`src/fbe_pkg.sv`:
```
// Types, constants and the round function of the Feistel block cipher.
package fbe_pkg;

    localparam int NUM_ROUNDS = 8;
    localparam int SBOX_ROWS  = 8;
    localparam int HALF_W     = 16;

    // Register indexes of the configuration port.
    localparam logic [1:0] REG_ROUND_KEYS_LOW  = 2'd0;
    localparam logic [1:0] REG_ROUND_KEYS_HIGH = 2'd1;
    localparam logic [1:0] REG_WHITENING_KEYS  = 2'd2;

    // S-box: in row i, the column is selected by bits 2i+1:2i of the round function input.
    localparam logic [HALF_W-1:0] SBOX [SBOX_ROWS][4] = '{
        '{16'habcb, 16'h7386, 16'h6ea3, 16'h4128},
        '{16'h689b, 16'h22c7, 16'h532d, 16'ha42b},
        '{16'h0e52, 16'hf025, 16'h8724, 16'h9ac0},
        '{16'h776a, 16'h629f, 16'h4510, 16'h3188},
        '{16'h1111, 16'hda99, 16'h52bc, 16'hdead},
        '{16'hdeaf, 16'hbeef, 16'h5810, 16'h7219},
        '{16'h733b, 16'h5ac7, 16'h2468, 16'h9753},
        '{16'h8263, 16'h820d, 16'he72f, 16'h410c}
    };

    typedef struct packed {
        logic [HALF_W-1:0] left;
        logic [HALF_W-1:0] right;
    } half_pair_t;

    typedef struct packed {
        logic [NUM_ROUNDS-1:0][HALF_W-1:0] round_key;
        logic [HALF_W-1:0]                 white_left;
        logic [HALF_W-1:0]                 white_right;
    } key_set_t;

    // Round function: sum modulo 2^16 of one S-box word per row.
    function automatic logic [HALF_W-1:0] mix_f(input logic [HALF_W-1:0] x);
        logic [HALF_W-1:0] acc;
        acc = '0;
        for (int i = 0; i < SBOX_ROWS; i++) begin
            acc = acc + SBOX[i][x[2*i +: 2]];
        end
        return acc;
    endfunction

endpackage

```
`src/fbe_cfg_regs.sv`:
```
// APB-style configuration registers holding the round and whitening keys.
module fbe_cfg_regs (
    input  logic              clk,
    input  logic              rst_n,
    input  logic              psel,
    input  logic              penable,
    input  logic              pwrite,
    input  logic [4:0]        paddr,
    input  logic [63:0]       pwdata,
    output logic [63:0]       prdata,
    output logic              pready,
    output fbe_pkg::key_set_t keys
);
    import fbe_pkg::*;

    logic [63:0] round_keys_low_reg;
    logic [63:0] round_keys_high_reg;
    logic [31:0] whitening_keys_reg;
    logic [1:0]  reg_index;
    logic        write_en;

    assign pready    = 1'b1;
    assign reg_index = paddr[4:3];
    assign write_en  = psel && penable && pwrite;

    // Register writes; writes beyond the register list are dropped.
    always_ff @(posedge clk or negedge rst_n)
    begin
        if (!rst_n)
        begin
            round_keys_low_reg  <= '0;
            round_keys_high_reg <= '0;
            whitening_keys_reg  <= '0;
        end
        else if (write_en)
        begin
            unique case (reg_index)
                REG_ROUND_KEYS_LOW:  round_keys_low_reg  <= pwdata;
                REG_ROUND_KEYS_HIGH: round_keys_high_reg <= pwdata;
                REG_WHITENING_KEYS:  whitening_keys_reg  <= pwdata[31:0];
                default: ;
            endcase
        end
    end

    // Read-back mux.
    always_comb
    begin
        unique case (reg_index)
            REG_ROUND_KEYS_LOW:  prdata = round_keys_low_reg;
            REG_ROUND_KEYS_HIGH: prdata = round_keys_high_reg;
            REG_WHITENING_KEYS:  prdata = {32'd0, whitening_keys_reg};
            default:             prdata = '0;
        endcase
    end

    // Split the key words into one subkey per round.
    always_comb
    begin
        for (int k = 0; k < 4; k++)
        begin
            keys.round_key[k]     = round_keys_low_reg[HALF_W*k +: HALF_W];
            keys.round_key[k + 4] = round_keys_high_reg[HALF_W*k +: HALF_W];
        end
        keys.white_left  = whitening_keys_reg[15:0];
        keys.white_right = whitening_keys_reg[31:16];
    end

endmodule

```
`src/fbe_round_cell.sv`:
```
// One Feistel round cell: computes a round and holds the result for its neighbor.
module fbe_round_cell (
    input  logic                        clk,
    input  logic                        rst_n,
    input  logic [fbe_pkg::HALF_W-1:0]  round_key,
    input  logic                        up_valid,
    output logic                        up_ready,
    input  fbe_pkg::half_pair_t         up_data,
    output logic                        down_valid,
    input  logic                        down_ready,
    output fbe_pkg::half_pair_t         down_data
);
    import fbe_pkg::*;

    logic              valid_reg;
    logic              valid_next;
    half_pair_t        data_reg;
    half_pair_t        data_next;
    logic [HALF_W-1:0] keyed_left;

    // The cell takes a new transaction when it is empty or its content moves on.
    assign up_ready = !valid_reg || down_ready;

    // Round: key the left half, mix it into the right half, then swap.
    always_comb
    begin
        keyed_left      = up_data.left ^ round_key;
        data_next.left  = up_data.right ^ mix_f(keyed_left);
        data_next.right = keyed_left;
        valid_next      = up_ready ? up_valid : valid_reg;
    end

    always_ff @(posedge clk or negedge rst_n)
    begin
        if (!rst_n)
        begin
            valid_reg <= 1'b0;
        end
        else
        begin
            valid_reg <= valid_next;
        end
    end

    // Payload register, loaded only on a transaction.
    always_ff @(posedge clk)
    begin
        if (up_valid && up_ready)
        begin
            data_reg <= data_next;
        end
    end

    assign down_valid = valid_reg;
    assign down_data  = data_reg;

endmodule

```
`src/fbe_whiten_out.sv`:
```
// Output cell: applies the whitening keys and holds the ciphertext for the consumer.
module fbe_whiten_out (
    input  logic                        clk,
    input  logic                        rst_n,
    input  logic [fbe_pkg::HALF_W-1:0]  white_left,
    input  logic [fbe_pkg::HALF_W-1:0]  white_right,
    input  logic                        up_valid,
    output logic                        up_ready,
    input  fbe_pkg::half_pair_t         up_data,
    output logic                        out_valid,
    input  logic                        out_ready,
    output logic [31:0]                 ciphertext
);
    import fbe_pkg::*;

    logic        valid_reg;
    logic        valid_next;
    logic [31:0] cipher_reg;
    logic [31:0] cipher_next;

    assign up_ready = !valid_reg || out_ready;

    // Final whitening and packing of the halves.
    always_comb
    begin
        cipher_next = {up_data.left ^ white_left, up_data.right ^ white_right};
        valid_next  = up_ready ? up_valid : valid_reg;
    end

    always_ff @(posedge clk or negedge rst_n)
    begin
        if (!rst_n)
        begin
            valid_reg <= 1'b0;
        end
        else
        begin
            valid_reg <= valid_next;
        end
    end

    always_ff @(posedge clk)
    begin
        if (up_valid && up_ready)
        begin
            cipher_reg <= cipher_next;
        end
    end

    assign out_valid  = valid_reg;
    assign ciphertext = cipher_reg;

endmodule

```
`src/feistel_block_encrypt_32.sv`:
```
// Top level of the pipelined 32-bit Feistel block encryption engine.
// The engine accepts one plaintext block per clock cycle while in_ready is
// high. When the consumer keeps up, a block is registered in each of the
// round cells in turn and then in the whitening cell before out_valid for it
// rises. There are eight round cells, one per Feistel round,
// each computing its round and registering the result, followed by a
// whitening cell that serves as the output register. Every cell has its own
// valid bit and a ready that looks only at its downstream neighbor, so empty
// cells fill while a finished ciphertext waits, and input stalls only once
// all nine cells hold blocks. Keys are to be written through the APB port
// only while no block is in flight; the engine does not enforce this.
module feistel_block_encrypt_32 (
    input  logic        clk,
    input  logic        rst_n,
    input  logic        psel,
    input  logic        penable,
    input  logic        pwrite,
    input  logic [4:0]  paddr,
    input  logic [63:0] pwdata,
    output logic [63:0] prdata,
    output logic        pready,
    input  logic        in_valid,
    output logic        in_ready,
    input  logic [31:0] plaintext,
    output logic        out_valid,
    input  logic        out_ready,
    output logic [31:0] ciphertext
);
    import fbe_pkg::*;

    key_set_t   keys;
    logic       chain_valid [NUM_ROUNDS+1];
    logic       chain_ready [NUM_ROUNDS+1];
    half_pair_t chain_data  [NUM_ROUNDS+1];

    fbe_cfg_regs u_cfg (
        .clk     (clk),
        .rst_n   (rst_n),
        .psel    (psel),
        .penable (penable),
        .pwrite  (pwrite),
        .paddr   (paddr),
        .pwdata  (pwdata),
        .prdata  (prdata),
        .pready  (pready),
        .keys    (keys)
    );

    // Input side of the chain.
    assign chain_valid[0]      = in_valid;
    assign in_ready            = chain_ready[0];
    assign chain_data[0].left  = plaintext[31:16];
    assign chain_data[0].right = plaintext[15:0];

    // One cell per round.
    for (genvar g = 0; g < NUM_ROUNDS; g++)
    begin : g_round
        fbe_round_cell u_cell (
            .clk        (clk),
            .rst_n      (rst_n),
            .round_key  (keys.round_key[g]),
            .up_valid   (chain_valid[g]),
            .up_ready   (chain_ready[g]),
            .up_data    (chain_data[g]),
            .down_valid (chain_valid[g+1]),
            .down_ready (chain_ready[g+1]),
            .down_data  (chain_data[g+1])
        );
    end

    fbe_whiten_out u_out (
        .clk         (clk),
        .rst_n       (rst_n),
        .white_left  (keys.white_left),
        .white_right (keys.white_right),
        .up_valid    (chain_valid[NUM_ROUNDS]),
        .up_ready    (chain_ready[NUM_ROUNDS]),
        .up_data     (chain_data[NUM_ROUNDS]),
        .out_valid   (out_valid),
        .out_ready   (out_ready),
        .ciphertext  (ciphertext)
    );

endmodule

```
`config.mk`:
```
export PLATFORM = sky130hd
export DESIGN_NAME = feistel_block_encrypt_32
export DESIGN_NICKNAME = d
export VERILOG_FILES = /design/src/fbe_pkg.sv /design/src/fbe_cfg_regs.sv /design/src/fbe_round_cell.sv /design/src/fbe_whiten_out.sv /design/src/feistel_block_encrypt_32.sv
export SDC_FILE = /design/constraint.sdc
export NUM_CORES = 2
export LEC_CHECK = 0
export BUFFER_PORTS_ARGS = -buffer_cell sky130_fd_sc_hd__buf_4
export CORE_MARGIN = 5
export CORE_UTILIZATION = 43
export CTS_CLUSTER_DIAMETER = 150
export CTS_CLUSTER_SIZE = 8
export DETAILED_ROUTE_END_ITERATION = 8
export GPL_TIMING_DRIVEN = 0
export PLACE_DENSITY_LB_ADDON = 0.08
export SLEW_MARGIN = 20
export SYNTH_ARGS = -nofsm -noshare
export SYNTH_HDL_FRONTEND = slang
export SYNTH_SLANG_ARGS = --single-unit
export TNS_END_PERCENT = 30
```
`constraint.sdc`:
```
create_clock -name clk -period 7.02 [get_ports clk]
set_input_delay 0.702 -clock clk [delete_from_list [all_inputs] [get_ports clk]]
set_output_delay 0.702 -clock clk [all_outputs]
set_load 0.01 [all_outputs]
```
After elaboration in Yosys (flattened, before gate mapping). Index checks and enable logic that the tools add are counted.

Logic and storage cells: 459. Bits in registers: 457. Input port bits: 108. Output and inout bits: 99.

Bitwise logic cells: 82. Reduce and logical (&&, ||, !) cells: 33. Mux-type cells: 193. Equal/unequal tests: 2. $lt $le $gt $ge: 64. Add/subtract/negate cells: 56.

Operator list (count): $bmux 16 s2 (64); $mux 16 (128); $add 16x16->16 (56); $xor 16x16->16 (18); $ge 3x3->1 const B (64); $not 2->3 (64); $pmux 64 s3 (1); $logic_and 1x1->1 (11); $logic_not 1->1 (9); $logic_or 1x1->1 (9); $reduce_and 2->1 (3); $eq 2x1->1 const B (1); $eq 2x2->1 const B (1); $logic_not 2->1 (1).

Longest topological paths before layout.
Depth after elaboration: 13. Mapped depth: 20. Mapped depth without buffers: 20.

Modules after synthesis. From an unflattened synthesis, not the netlist that was laid out.

Cell total of the unflattened synthesis: 3736. Area, all modules: 43825.8 µm².

Modules (own cells, without submodules): fbe_round_cell at g_round[2].u_cell ... (instances 4, cells each 392, area an instance 4404.2 µm², sequential area each 985.9 µm²); fbe_round_cell at g_round[6].u_cell ... (instances 2, cells each 394, area an instance 4381.7 µm², sequential area each 985.9 µm²); fbe_cfg_regs (instances 1, cells each 522, area an instance 7349.5 µm², sequential area each 4003.8 µm²); fbe_round_cell at g_round[0].u_cell (instances 1, cells each 395, area an instance 4414.2 µm², sequential area each 985.9 µm²); fbe_round_cell at g_round[1].u_cell (instances 1, cells each 395, area an instance 4386.7 µm², sequential area each 985.9 µm²); fbe_whiten_out (instances 1, cells each 68, area an instance 1295.0 µm², sequential area each 985.9 µm²).

Worst setup path after synthesis. OpenSTA, ideal clock, no wires.

Path kind: input-to-reg. From: input plaintext[23]. To: register g_round[0].u_cell.data_reg, in the netlist g_round[0].u_cell.down_data[30] (data pin). Path slack: 1.736 ns. Stages: 19. Data arrival time: 5.025 ns. Required time: 6.761 ns. Path buffers: 0. Setup time: 0.259 ns. Cell sequence: xor2_1 > inv_1 > ha_1 > inv_1 > fa_1 > inv_1 > fa_1 > fa_1 > inv_1 > fa_1 > inv_1 > ha_1 > fa_1 > a21o_1 > a21oi_1 > o211ai_1 > a31oi_1 > a21oi_1 > xnor2_1.

RTL lines: from (decl) (RTL line feistel_block_encrypt_32.sv:24) `input logic [31:0] plaintext,`; to (signal assigned) (RTL line fbe_round_cell.sv:50) `data_reg <= data_next;`; to (decl) (RTL line fbe_round_cell.sv:17) `half_pair_t data_reg;`.

==> results.cfg <==
[layout]
fill_cells = 9185
syn_to_final_growth_pct = 12.5
nNetsFinal = 5067
drive_above_1_share = 0.133
largest_reg_flops = 256
regArea_sq_um = 12900
multi_input_area_sq_um = 26600

[grt]
grt_pass1_wl_microns = 192000
first_global_vias = 28200
gr-total-overflow = 0
antenna_found_initial = 2
grt_max_degree = 81
globalRouteTotalUtil = 0.249

[timing]
worstMarginPinSlew_ns = 1.04
rsz0062_at_grt = no
post-route-period-util = 0.945
period_minus_slack_ns = 6.63
slew_headroom = 0.305
final-setup-viol-count = 0
fmax_mhz = 151
drv_slew = 0
fin_skew_ns = 0.0360
finalHoldViolations = 0
setup_tns_ns = 0

[die]
initial_core_util = 0.435
die_h_microns = 326
die-area_sq_um = 106000
core-area_sq_um = 98700
rows = 115
io_pins = 207
die_w_microns = 326

[critical_path]
cp-end-kind = register
crit_path_top_delay_cell = xor2_1
reg2reg_depth = 18
cp_data_arrival_time_ns = 6.96
r2r_slack_ns = 0.39
cp_max_fo = 4
crit_path_start = u_cfg.round_keys_high_reg[41]
worst_ep_required_time_ns = 7.35
reg2reg_from = u_cfg.round_keys_high_reg[41]
critPathCapture = g_round[6].u_cell.down_data[31]
r2r-end = g_round[6].u_cell.down_data[31]
slowest_delay_ns = 0.83
crit_top_cell = inv_1
critical_path_buf_inv_count = 5
startpoint_type = register
worstSetupPathType = reg2reg
cp_num_cells = 18
crit_chain = xor2_1, inv_1, nand2_1, inv_1, fa_1, inv_1, fa_1, fa_1, inv_1, fa_1, inv_1, ha_1, a211oi_1, o21ai_0, and4_1, o21ai_0, o21ai_0, xnor2_1
crit_family = adder cells

[routing]
first_pass_iters = 7
dr.first_iter.drc_count = 1780
drcViolationCount = 0
vias = 26400
vias_per_cell = 4.93
post_drt_wl_per_cell_microns = 24.6
totalWireLength_microns = 132000
antenna_left = 0

[synthesis]
synthCells = 3742
synth_edf_count = 288
synth-async-reset-ratio = 0.370
syn_area_sq_um = 42900
synth_ff_type = edfxtp_1
yosysWarnings = 0
synth_area_per_cell_sq_um = 11.5
synth.distinct_cells = 57
synth_top_area_frac = 0.239
synth_area_leaders = fa_1, edfxtp_1, ha_1, dfrtp_1, inv_1
synth_largest_area_cell = fa_1
synth_seq_area_share = 0.300
synth_nets = 4786
ys_seq_elements = 457

[clocking]
cts_buffers = 67
post_cts_buffers = 0
cts_root_buf = clkbuf_16
clock_latency_ns = 0.61
cts_tree = done
clkSlewWorstSetupHoldPaths_ns = 0.05
h-tree-depth = 3
clockBufferDepth = 3
cts_sinks = 457

[worst_hold_path]
hold_start = in_valid
hp-class = in2reg

[outcome]
outcome = completed

[place]
numPortBuffers = 201
place_congestion = 0.981
hpwl_microns = 114000

[job]
cap_violations = 0
[logic make-up (layout without fill, tap and decap cells)]
family / count (synthesis) / count (layout) / synth area share
AND/OR/NAND/NOR: 343 / 343 / 0.0368
multiplexers: 224 / 224 / 0.0569
adder cells (fa/ha/maj): 945 / 945 / 0.365
AO/OA/AOI/OAI: 307 / 307 / 0.0452
other: 1 / 2 / 0.0000874
buffers and inverters: 906 / 1237 / 0.0799
flip-flops: 457 / 457 / 0.300
XOR/XNOR: 559 / 559 / 0.116
[metrics by stage]
step	instances	worst slack (ns)	instance area [sq um]	utilization	hold WS (ns)
floorplan	3742	1.74	42900	-	0.406
global placement	5230	0.419	46000	0.466	0.455
detailed placement	5240	0.418	46300	0.469	0.472
CTS	5360	0.391	48300	0.489	0.259
global route	5361	0.107	48300	0.489	0.290
finish	5361	0.385	48300	0.489	0.292
[cell usage after synthesis (12+ instances only)]
cell type,instances
mux2_2,160
a21o_1,60
clkbuf_1,23
nand2b_1,16
inv_2,16
a21oi_1,62
xnor2_1,348
o21ai_0,94
edfxtp_1,288
mux2i_1,64
o21bai_1,22
dfrtp_1,169
fa_1,512
a211oi_1,13
buf_2,19
inv_1,847
or2_2,28
nor3_1,28
nor2_1,80
o211ai_1,12
nand2_1,147
xor2_1,199
ha_1,424
[cell usage in the layout, fill, tap and decap left out, types with 5 or more instances in the layout]
cell type	Yosys	final
o21bai_1	22	22
and2_2	0	5
nand2_1	147	147
xnor2_2	11	11
dfrtp_1	169	169
a21o_1	60	60
a31oi_1	10	10
o21ai_0	94	94
a211oi_1	13	13
o21a_1	10	10
clkbuf_1	23	69
buf_16	0	6
inv_1	847	847
buf_2	19	19
nand2b_1	16	16
fa_1	512	512
nor3_1	28	28
buf_4	1	201
nor2_1	80	80
o211ai_1	12	12
xnor2_1	348	348
and4_1	7	7
edfxtp_1	288	288
inv_2	16	16
clkbuf_16	0	67
mux2i_1	64	64
o31ai_1	5	5
xor2_1	199	199
a21oi_1	62	62
and2_1	11	6
or2_2	28	28
mux2_2	160	160
ha_1	424	424
maj3_1	9	9
[timing repair]
action                    4_1_cts  5_1_grt
resized for setup               0        0
hold buffers                    1        0
hold endpoints to repair       25        0
[metal layers]
| metal | global-route usage | part of all wire |
|---|---|---|
| met5 | 0 | 0.00011 |
| met1 | 0.344 | 0.45 |
| met4 | 0.0665 | 0.030 |
| met2 | 0.420 | 0.48 |
| met3 | 0.0286 | 0.035 |
[how the worst min path moves through the flow]
stage / to / slack, ns / depth (start not counted)
5_1_grt: g_round[0].u_cell.down_valid / 0.29 / 2
3_5_place_dp: g_round[1].u_cell.down_valid / 0.47 / 1
4_1_cts: g_round[0].u_cell.down_valid / 0.26 / 2
6_report: g_round[0].u_cell.down_valid / 0.29 / 2
3_3_place_gp: g_round[4].u_cell.down_valid / 0.45 / 1
2_1_floorplan: g_round[0].u_cell.down_valid / 0.41 / 0
[area by class of cell]
cell class / count / share of cell area
Antenna cell: 1 / 0.0000519
Buffer: 43 / 0.00391
Clock buffer: 113 / 0.0383
Clock inverter: 6 / 0.00163
Inverter: 863 / 0.0671
Multi-Input combinational cell: 2379 / 0.552
Sequential cell: 457 / 0.267
Tap cell: 1287 / 0.0334
Timing Repair Buffer: 212 / 0.0367
Power is not shown: default switching activity piles up to over one toggle a cycle in this logic, so the estimate is an artifact.
